==> src/hw/rtl/bta_pkg.sv <==
// ----------------------------------------------------------------------------
// bta_pkg: shared types and constants for the bearing-to-goal angle block
// Angle constants in Q3.13 radians, the CORDIC arctangent table and the
// sequencer state type.
// ----------------------------------------------------------------------------
package bta_pkg;

    // command codes
    localparam logic CMD_POSE  = 1'b0;
    localparam logic CMD_QUERY = 1'b1;

    // angle accumulator, signed Q3.13 with headroom
    localparam int ANG_W = 18;
    typedef logic signed [ANG_W-1:0] t_ang;

    localparam t_ang ANG_ZERO         = 18'sd0;
    localparam t_ang ANG_HALF_PI      = 18'sd12868;
    localparam t_ang ANG_PI           = 18'sd25736;
    localparam t_ang ANG_THREE_HALF_PI = 18'sd38604;
    localparam t_ang ANG_TWO_PI       = 18'sd51472;

    // arctangent table depth and the index width that covers it
    localparam int ATAN_LEN = 24;
    localparam int STEP_W   = 5;
    typedef logic [STEP_W-1:0] t_step;

    // sequencer states
    typedef enum logic [3:0] {
        S_IDLE  = 4'b0001,
        S_SETUP = 4'b0010,
        S_ITER  = 4'b0100,
        S_FINAL = 4'b1000
    } t_state;

    // atan(2^-i) in Q3.13, rounded to nearest
    function automatic t_ang atan_q13(input t_step idx);
        t_ang v;
        case (idx)
            5'd0:    v = 18'sd6434;
            5'd1:    v = 18'sd3798;
            5'd2:    v = 18'sd2007;
            5'd3:    v = 18'sd1019;
            5'd4:    v = 18'sd511;
            5'd5:    v = 18'sd256;
            5'd6:    v = 18'sd128;
            5'd7:    v = 18'sd64;
            5'd8:    v = 18'sd32;
            5'd9:    v = 18'sd16;
            5'd10:   v = 18'sd8;
            5'd11:   v = 18'sd4;
            5'd12:   v = 18'sd2;
            5'd13:   v = 18'sd1;
            default: v = 18'sd0;
        endcase
        return v;
    endfunction

endpackage

==> src/hw/rtl/bearing_to_goal_angle.sv <==
// ----------------------------------------------------------------------------
// bearing_to_goal_angle: heading from stored position to a goal point
// Holds the current position; answers heading queries with atan2 by an
// iterative CORDIC, normalized to [0, 2pi) in Q3.13.
// ----------------------------------------------------------------------------
// Usage:
//   A word is taken when start is high and busy is low. i_cmd selects the
//   kind: a pose word (CMD_POSE) stores i_point_x/i_point_y as the current
//   position in that edge and gives no result; busy stays low, so another
//   word may follow in the next cycle.
//   A query word (CMD_QUERY) carries a goal point; the vector to it is
//   formed as the word is taken. busy then stays high while the sequencer
//   folds the left half-plane, runs the CORDIC steps one by one through
//   the single shift/add unit and normalizes. The result shows on
//   o_heading with o_valid high for exactly one cycle, the cycle in which
//   busy drops, so a new word can be taken while the result is shown.
//   Vertical and horizontal bearings skip the CORDIC, straight to normalize.
//   The receiver cannot stall: each result is there for one cycle only.
//   Reset (i_rst_n low at a clock edge) clears the position to zero and
//   returns the sequencer to idle; a query in flight is dropped.
// ----------------------------------------------------------------------------
module bearing_to_goal_angle
    import bta_pkg::*;
#(
    parameter int COORD_WIDTH  = 16,
    parameter int CORDIC_STEPS = 14
) (
    input  logic                   i_clk,
    input  logic                   i_rst_n,
    input  logic                   start,
    output logic                   busy,
    input  logic                   i_cmd,
    input  logic [COORD_WIDTH-1:0] i_point_x,
    input  logic [COORD_WIDTH-1:0] i_point_y,
    output logic                   o_valid,
    output logic [15:0]            o_heading
);

    localparam int DW      = COORD_WIDTH + 1;
    localparam int XW      = COORD_WIDTH + 3;
    localparam int N_STEPS = (CORDIC_STEPS > ATAN_LEN) ? ATAN_LEN : CORDIC_STEPS;
    localparam t_step LAST_STEP = STEP_W'(N_STEPS - 1);

    t_state                  r_state, n_state;
    t_step                   r_step, n_step;
    logic [COORD_WIDTH-1:0]  r_cur_x, r_cur_y;
    logic signed [XW-1:0]    r_x, n_x, r_y, n_y;
    t_ang                    r_z, n_z;
    logic                    r_valid, n_valid;
    logic [15:0]             r_heading, n_heading;

    logic                    accept;
    logic signed [DW-1:0]    dx_in, dy_in;
    logic signed [XW-1:0]    xs, ys;
    t_ang                    z_norm;

    assign busy      = (r_state != S_IDLE);
    assign accept    = start && !busy;
    assign o_valid   = r_valid;
    assign o_heading = r_heading;

    assign dx_in = $signed({1'b0, i_point_x}) - $signed({1'b0, r_cur_x});
    assign dy_in = $signed({1'b0, i_point_y}) - $signed({1'b0, r_cur_y});

    // the shared shift unit
    assign xs = r_x >>> r_step;
    assign ys = r_y >>> r_step;

    always_comb begin
        if (r_z < ANG_ZERO) begin
            z_norm = r_z + ANG_TWO_PI;
        end else if (r_z >= ANG_TWO_PI) begin
            z_norm = r_z - ANG_TWO_PI;
        end else begin
            z_norm = r_z;
        end
    end

    always_comb begin
        n_state   = r_state;
        n_step    = r_step;
        n_x       = r_x;
        n_y       = r_y;
        n_z       = r_z;
        n_valid   = 1'b0;
        n_heading = r_heading;
        case (r_state)
            S_IDLE: begin
                if (accept && i_cmd == CMD_QUERY) begin
                    n_x     = XW'(dx_in);
                    n_y     = XW'(dy_in);
                    n_state = S_SETUP;
                end
            end
            S_SETUP: begin
                n_step = '0;
                if (r_x == '0) begin
                    n_z     = (r_y > 0) ? ANG_HALF_PI : ANG_THREE_HALF_PI;
                    n_state = S_FINAL;
                end else if (r_y == '0) begin
                    n_z     = r_x[XW-1] ? ANG_PI : ANG_ZERO;
                    n_state = S_FINAL;
                end else if (r_x[XW-1]) begin
                    // left half-plane: turn by pi first
                    n_x     = -r_x;
                    n_y     = -r_y;
                    n_z     = ANG_PI;
                    n_state = S_ITER;
                end else begin
                    n_z     = ANG_ZERO;
                    n_state = S_ITER;
                end
            end
            S_ITER: begin
                if (!r_y[XW-1]) begin
                    n_x = r_x + ys;
                    n_y = r_y - xs;
                    n_z = r_z + atan_q13(r_step);
                end else begin
                    n_x = r_x - ys;
                    n_y = r_y + xs;
                    n_z = r_z - atan_q13(r_step);
                end
                n_step = r_step + 1'b1;
                if (r_step == LAST_STEP) begin
                    n_state = S_FINAL;
                end
            end
            S_FINAL: begin
                n_heading = z_norm[15:0];
                n_valid   = 1'b1;
                n_state   = S_IDLE;
            end
            default: begin
                n_state = S_IDLE;
            end
        endcase
    end

    always_ff @(posedge i_clk) begin
        if (!i_rst_n) begin
            r_state <= S_IDLE;
            r_valid <= 1'b0;
            r_cur_x <= '0;
            r_cur_y <= '0;
        end else begin
            r_state <= n_state;
            r_valid <= n_valid;
            if (accept && i_cmd == CMD_POSE) begin
                r_cur_x <= i_point_x;
                r_cur_y <= i_point_y;
            end
        end
    end

    always_ff @(posedge i_clk) begin
        r_step    <= n_step;
        r_x       <= n_x;
        r_y       <= n_y;
        r_z       <= n_z;
        r_heading <= n_heading;
    end

    // a result only ever comes out of the normalize cycle
    a_valid_after_final: assert property (@(posedge i_clk) disable iff (!i_rst_n)
        r_valid |-> $past(r_state == S_FINAL))
        else $error("result strobe without a normalize cycle");

    a_query_goes_busy: assert property (@(posedge i_clk) disable iff (!i_rst_n)
        (accept && i_cmd == CMD_QUERY) |=> busy)
        else $error("query word did not start the sequencer");

    a_pose_stays_idle: assert property (@(posedge i_clk) disable iff (!i_rst_n)
        (accept && i_cmd == CMD_POSE) |=> !busy && !r_valid)
        else $error("pose word started work or gave a result");

    a_heading_range: assert property (@(posedge i_clk) disable iff (!i_rst_n)
        r_valid |-> (r_heading < ANG_TWO_PI[15:0]))
        else $error("heading outside [0, 2pi)");

    a_step_range: assert property (@(posedge i_clk) disable iff (!i_rst_n)
        (r_state == S_ITER) |-> (r_step <= LAST_STEP))
        else $error("cordic step index past the last step");

endmodule
==> config.mk <==
export PLATFORM = sky130hd
export DESIGN_NAME = bearing_to_goal_angle
export DESIGN_NICKNAME = d
export VERILOG_FILES = /design/src/hw/rtl/bta_pkg.sv /design/src/hw/rtl/bearing_to_goal_angle.sv
export SDC_FILE = /design/constraint.sdc
export NUM_CORES = 1
export LEC_CHECK = 0
export BUFFER_PORTS_ARGS = -buffer_cell sky130_fd_sc_hd__buf_2
export CORE_AREA = 2 2 153 155
export DETAILED_ROUTE_END_ITERATION = 16
export DIE_AREA = 0 0 155 157
export PLACE_DENSITY = 0.77
export SYNTH_ARGS = -nofsm -noshare
export SYNTH_HDL_FRONTEND = slang
export SYNTH_SLANG_ARGS = --single-unit
==> constraint.sdc <==
create_clock -name i_clk -period 6.1 [get_ports i_clk]
set_input_delay 0 -clock i_clk [delete_from_list [all_inputs] [get_ports i_clk]]
set_output_delay 0 -clock i_clk [all_outputs]
set_load 0.05 [all_outputs]
## Word level (Yosys, flattened, before mapping)

Memory sizes are Yosys's and may differ from the RTL's. A register that Yosys moved wholly into a read port is not among the register bits.
Cells that the tools add are included.

- Bits in registers: 114
- ROM bits: 416
- Input bits: 36
- Memories: 2

- $add $sub $neg: 13
- $lt $le $gt $ge: 3
- Equal/unequal tests: 11
- Shifts and indexed selects: 2
- Muxes and demuxes: 34
- Bitwise logic cells: 1
- Reductions and logical operators: 11

Memories:

| memory | words | width | rd ports | clocked after Yosys merged registers in | write ports | line | RTL |
|---|---|---|---|---|---|---|---|
| (name not given) | 16 | 13 | 1 | 1 | 0 | bta_pkg.sv:38 | `case (idx)` |
| (name not given) | 16 | 13 | 1 | 1 | 0 | bta_pkg.sv:38 |  |

Operators with widths:

| cell | count |
|---|---|
| 19-bit 2-to-1 mux | 10 |
| 18-bit 2-to-1 mux | 7 |
| 19-bit one-hot mux with 3 select lines | 2 |
| 16-bit 2-to-1 mux | 4 |
| 19-bit adder | 2 |
| 19-bit logical NOT | 2 |
| 19-bit negation | 2 |
| 19-bit by 5-bit >>> shifter with 19-bit output | 2 |
| 19-bit subtractor | 2 |
| 18-bit one-hot mux with 2 select lines | 1 |
| 16-bit by 16-bit subtractor with 17-bit output | 2 |
| 4-bit 2-to-1 mux | 6 |
| 19-bit by 1-bit greater-than comparator with 1-bit output, second input constant | 1 |
| 18-bit adder | 1 |
| 18-bit by 17-bit >= comparator with 1-bit output, second input constant | 1 |
| 18-bit by 1-bit less-than comparator with 1-bit output, second input constant | 1 |
| 18-bit subtractor | 1 |
| 16-bit by 15-bit adder with 16-bit output, second input constant | 1 |
| 16-bit by 15-bit subtractor with 16-bit output, second input constant | 1 |
| 15-bit 2-to-1 mux | 1 |
| 4-bit one-hot mux with 3 select lines | 1 |
| 2-bit != test, second input constant | 5 |
| 5-bit one-hot mux with 2 select lines | 1 |
| 5-bit by 1-bit adder with 5-bit output, second input constant | 1 |
| 15 further kinds | 17 |

## Depth between registers and ports, before layout

- Word-level depth: 6
- Depth in mapped cells: 22
- Depth with buffers taken out: 19

## Worst setup path before layout

Ideal clock, no wire load.

- Path type: reg-to-reg
- From: reg r_step[0]
- To: reg r_x[17], data pin
- Data arrival time: 4.922 ns
- Slack: 0.917 ns
- Stages on the path, launching flop included: 23
- Buffers on the path: 3
- Clock period less this slack: 5.183 ns
- Path through: edfxtp_1 -> buf_6 -> buf_12 -> buf_6 -> mux4_2 -> mux2_2 -> mux2i_1 -> nor2_1 -> a21oi_1 -> ha_1 -> o2111ai_2 -> or2_2 -> a31oi_1 -> o22ai_1 -> ha_1 -> and4_1 -> a221o_1 -> a31oi_1 -> o21ai_0 -> nor3_1 -> o21bai_1 -> xor2_1 -> a221o_1

- Longest elaborated chain between the ends: 4
- Elaborated cells on any way between the ends: 5

RTL lines:

| item | line | RTL |
|---|---|---|
| from (decl) | bearing_to_goal_angle.sv:45 | `t_step r_step, n_step;` |
| from (signal assigned) | bearing_to_goal_angle.sv:157 | `r_step <= n_step;` |
| 19-bit by 5-bit >>> shifter with 19-bit output (*) | bearing_to_goal_angle.sv:67 | `assign ys = r_y >>> r_step;` |
| 19-bit adder / 19-bit subtractor (equally long branches) | bearing_to_goal_angle.sv:116, bearing_to_goal_angle.sv:120 |  |
| 19-bit 2-to-1 mux (*) | bearing_to_goal_angle.sv:115 | `if (!r_y[XW-1]) begin` |
| 19-bit one-hot mux with 3 select lines (*) | bearing_to_goal_angle.sv:87 | `case (r_state)` |
| named net n_x[17] | bearing_to_goal_angle.sv:47 | `logic signed [XW-1:0] r_x, n_x, r_y, n_y;` |
| to (signal assigned) | bearing_to_goal_angle.sv:158 | `r_x <= n_x;` |
| to (decl) | bearing_to_goal_angle.sv:47 |  |

The timed path passes the listed nets; every way through them passes the cells marked *.
A chain may end at the register's enable or synchronous reset.

## Worst setup path in the final report

- From: reg r_step[1]
- To: reg r_y[14], data pin

- Longest elaborated chain between the ends: 4
- Elaborated cells on any way between the ends: 5

RTL lines:

| item | line | RTL |
|---|---|---|
| 19-bit by 5-bit >>> shifter with 19-bit output (*) | bearing_to_goal_angle.sv:66 | `assign xs = r_x >>> r_step;` |
| 19-bit subtractor / 19-bit adder (equally long branches) | bearing_to_goal_angle.sv:117, bearing_to_goal_angle.sv:121 |  |
| 19-bit 2-to-1 mux (*) | bearing_to_goal_angle.sv:115 |  |
| 19-bit one-hot mux with 3 select lines (*) | bearing_to_goal_angle.sv:87 |  |
| named net n_y[14] | bearing_to_goal_angle.sv:47 |  |
| to (signal assigned) | bearing_to_goal_angle.sv:159 | `r_y <= n_y;` |
| to (decl) | bearing_to_goal_angle.sv:47 |  |

Marked as above.

==> impl_metrics.ini <==
[status]
run_status = finished, final reports clean

[logic_synthesis]
yosys.cell_types.count = 91
mappedNetlistArea_mm2 = 0.0134
async_reset_ff_share_pct = 0
post_synth_fa_ha_maj_area_fraction_pct = 10.5
synthesis.yosys.warnings = 0
synth_top_family_by_area = compound AO/OA/AOI/OAI gates
synth_xor_area_share_pct = 9.18
syn_nets = 1740
seq_area_frac_synth_pct = 24.8
synth.area.mux_share_pct = 9.88
synth_enable_flop_cells = 77
synth_top_flop_cell = sky130_fd_sc_hd__edfxtp_1
syn-instance-count = 1595
synth_compound_area_share_pct = 21.8
syn_avg_cell_area_um2 = 8.38
synth.ff_latch_count = 127
yosys.area_share.simple_pct = 18.8

[finish]
layout-drive-gt1-share_pct = 11.5
final_util_pct = 65.7
area.growth.synth_to_final_pct = 10.6
fillerInstances = 1821
post-route-cell-area_mm2 = 0.0148
number_of_nets_in_the_layout = 1789
number_of_inserted_diodes = 0

[floorplanning]
fp.dieH_um = 157
io-pin-count = 54
num_rows = 55
dieWidth_um = 155
design.core.area_mm2 = 0.0225
initial_core_util_pct = 59.4
floorplan.die_area_mm2 = 0.0243

[global_routing]
grt_pass1_wl_um = 59300
grt_max_degree = 52
antenna_found_initial = 0
global_route.overflow_total = 0
groute.usage.overall_pct = 30.2
grt_pass1_vias = 11668

[sta]
timing_max_transition_violations_final = 0
final.min_clock_period_ns = 5.61
fmaxAchievable_mhz = 178
totalNegativeSetupSlack_ns = 0
report.final.setup_viol = 0
timing_hold_violations_final = 0
relSlewSlack_pct = 12.9
worst-slew-pin-transition_ns = 1.30
min_period_over_period_pct = 92.0
rsz_0062_raised_after_global_routing = no
fin_skew_ns = 0.0119

[critical_path]
critical_path.endpoint_type = flop
worst_setup_path_start_kind = flop
maximum_fanout_count_along_the_critical_path = 29
critical_path_class = reg2reg
worst_ep_required_time_ns = 6.29
worstPathArrival_ns = 5.80

[clock_network]
cts_num_sinks = 127
cts.clk_slew.worst_paths_ns = 0.07
tritoncts_clock_tree = done
clockBufferDepth = 2
cts_inserted_buffers = 17
clk_root_buffer_cell = sky130_fd_sc_hd__clkbuf_16
ctsResizeCount = 0
postCtsSetupRepairBufs = 0
number_of_h_tree_levels = 4
clkLatencyLatePin_ns = 0.44

[route]
drtIter0Drc = 997
detail-route-antenna-nets = 0
vias = 12450
wire_per_inst_um = 18.9
totalWireLength_um = 36700
post_drt_via_cell_ratio = 6.41
first_pass_iters = 6
drc = 0

[power_and_ir_drop]
power_per_standard_cell_area_mw_per_mm2 = 393
irDropWorstVdd_uv = 234
power.static_leakage_nw = 5.79

[place]
place_area_mm2 = 0.0139
io_buffer_count = 53
gp_routability_congestion = 1.01
dp_hpwl_um = 26100

[job]
maxCapViolations = 0

[worst_hold_path]
holdCritPathClass = in2reg
[cell usage in the layout, fill, tap and decap left out, types with 37 or more instances in the layout]
cell,n
sky130_fd_sc_hd__nor2_1,153
sky130_fd_sc_hd__xnor2_1,75
sky130_fd_sc_hd__a21boi_0,37
sky130_fd_sc_hd__a21oi_1,91
sky130_fd_sc_hd__nor3_1,48
sky130_fd_sc_hd__inv_1,78
sky130_fd_sc_hd__edfxtp_1,77
sky130_fd_sc_hd__o21ai_0,88
sky130_fd_sc_hd__dfxtp_1,50
sky130_fd_sc_hd__buf_2,53
sky130_fd_sc_hd__ha_1,104
sky130_fd_sc_hd__xor2_1,65
sky130_fd_sc_hd__nand2_1,182
[worst max-delay path, stage by stage (launching register included)]
cell and delay [ns]:
sky130_fd_sc_hd__edfxtp_1 0.47, sky130_fd_sc_hd__buf_4 0.38, sky130_fd_sc_hd__mux4_2 0.58, sky130_fd_sc_hd__mux2i_1 0.52, sky130_fd_sc_hd__o21ai_1 0.24, sky130_fd_sc_hd__nor3_2 0.28, sky130_fd_sc_hd__nand2_1 0.15, sky130_fd_sc_hd__nor4_4 0.43
sky130_fd_sc_hd__nand2_1 0.10, sky130_fd_sc_hd__a31oi_1 0.18, sky130_fd_sc_hd__o21ai_0 0.20, sky130_fd_sc_hd__ha_1 0.37, sky130_fd_sc_hd__a21oi_1 0.24, sky130_fd_sc_hd__nand3b_1 0.11, sky130_fd_sc_hd__a31oi_1 0.28, sky130_fd_sc_hd__nor2_1 0.07
sky130_fd_sc_hd__a21oi_1 0.20, sky130_fd_sc_hd__xor2_1 0.23, sky130_fd_sc_hd__o22ai_1 0.12, sky130_fd_sc_hd__a31o_2 0.23
[layer usage]
metal	part of all wire (%)	global-route usage, %	vias to the layer above	wire [um]
met5	0	0	-	0
met1	42	38.6	5852	15500
li1	-	-	5976	-
met4	2.9	11.3	0	1080
met2	47	51.6	530	17300
met3	7.6	5.09	92	2810
[through the flow]
stage	hold slack, ns	setup WS, ns	total power [mW]	instances
floorplan	0.145	0.917	3.85	1595
global placement	0.266	0.700	4.52	1877
detailed placement	0.272	0.618	4.59	1877
CTS	0.00232	0.592	5.74	1942
global route	0.0747	0.185	6.19	1942
finish	0.0100	0.489	5.81	1942
[area by class of cell]
class                      count  area [um^2]  area share, %
multi-input combinational   1305         9400           63.6
sequential                   127         3310           22.4
timing repair buffer         113          811           5.49
clock buffer                  17          425           2.88
tap                          285          357           2.41
inverter                      80          300           2.03
clock inverter                15          170           1.15
[cell usage after synthesis, types with 24 or more instances]
master / instances / area share (%)
sky130_fd_sc_hd__nand2_1: 182 / 5.1
sky130_fd_sc_hd__nor2_1: 155 / 4.4
sky130_fd_sc_hd__ha_1: 104 / 9.7
sky130_fd_sc_hd__a21oi_1: 91 / 3.4
sky130_fd_sc_hd__o21ai_0: 88 / 3.3
sky130_fd_sc_hd__inv_1: 79 / 2.2
sky130_fd_sc_hd__edfxtp_1: 77 / 17
sky130_fd_sc_hd__xnor2_1: 75 / 4.9
sky130_fd_sc_hd__xor2_1: 65 / 4.3
sky130_fd_sc_hd__dfxtp_1: 50 / 7.5
sky130_fd_sc_hd__clkbuf_1: 48 / 1.3
sky130_fd_sc_hd__nor3_1: 48 / 1.8
sky130_fd_sc_hd__a21boi_0: 37 / 2.1
sky130_fd_sc_hd__mux2i_1: 30 / 2.2
sky130_fd_sc_hd__a31oi_1: 27 / 1.3
sky130_fd_sc_hd__nand3_1: 24 / 0.90
[cells by family (layout without fill, tap and decap cells)]
logic type / count (synthesis) / after routing
buffers and inverters: 163 / 225
XOR/XNOR: 140 / 140
multiplexers: 85 / 85
AND/OR/NAND/NOR: 537 / 537
adder cells (fa/ha/maj): 109 / 109
flip-flops: 127 / 127
AO/OA/AOI/OAI: 434 / 434
[report_power, final]
part / internal [mW] / switching, mW
combinational: 1.40 / 1.90
sequential: 1.11 / 0.310
clock: 0.616 / 0.465
[final timing paths]
kind / slack (ns) / cells past startpoint / from / endpoint
hold reg to reg: 0.46 / 2 / r_cur_x[2] / r_cur_x[2]
hold / removal: 0.01 / 5 / i_cmd / r_state[1]
setup reg to reg: 0.49 / 19 / r_step[1] / r_y[14]
setup / recovery: 0.49 / 19 / r_step[1] / r_y[14]
[timing repair]
| item | 4_1_cts | 5_1_grt |
|---|---|---|
| hold endpoints to repair | 34 | 0 |
| hold buffers | 33 | 0 |
| endpoints found under the setup margin | 0 | 0 |
Note: power is estimated with default switching activity, not from simulation.
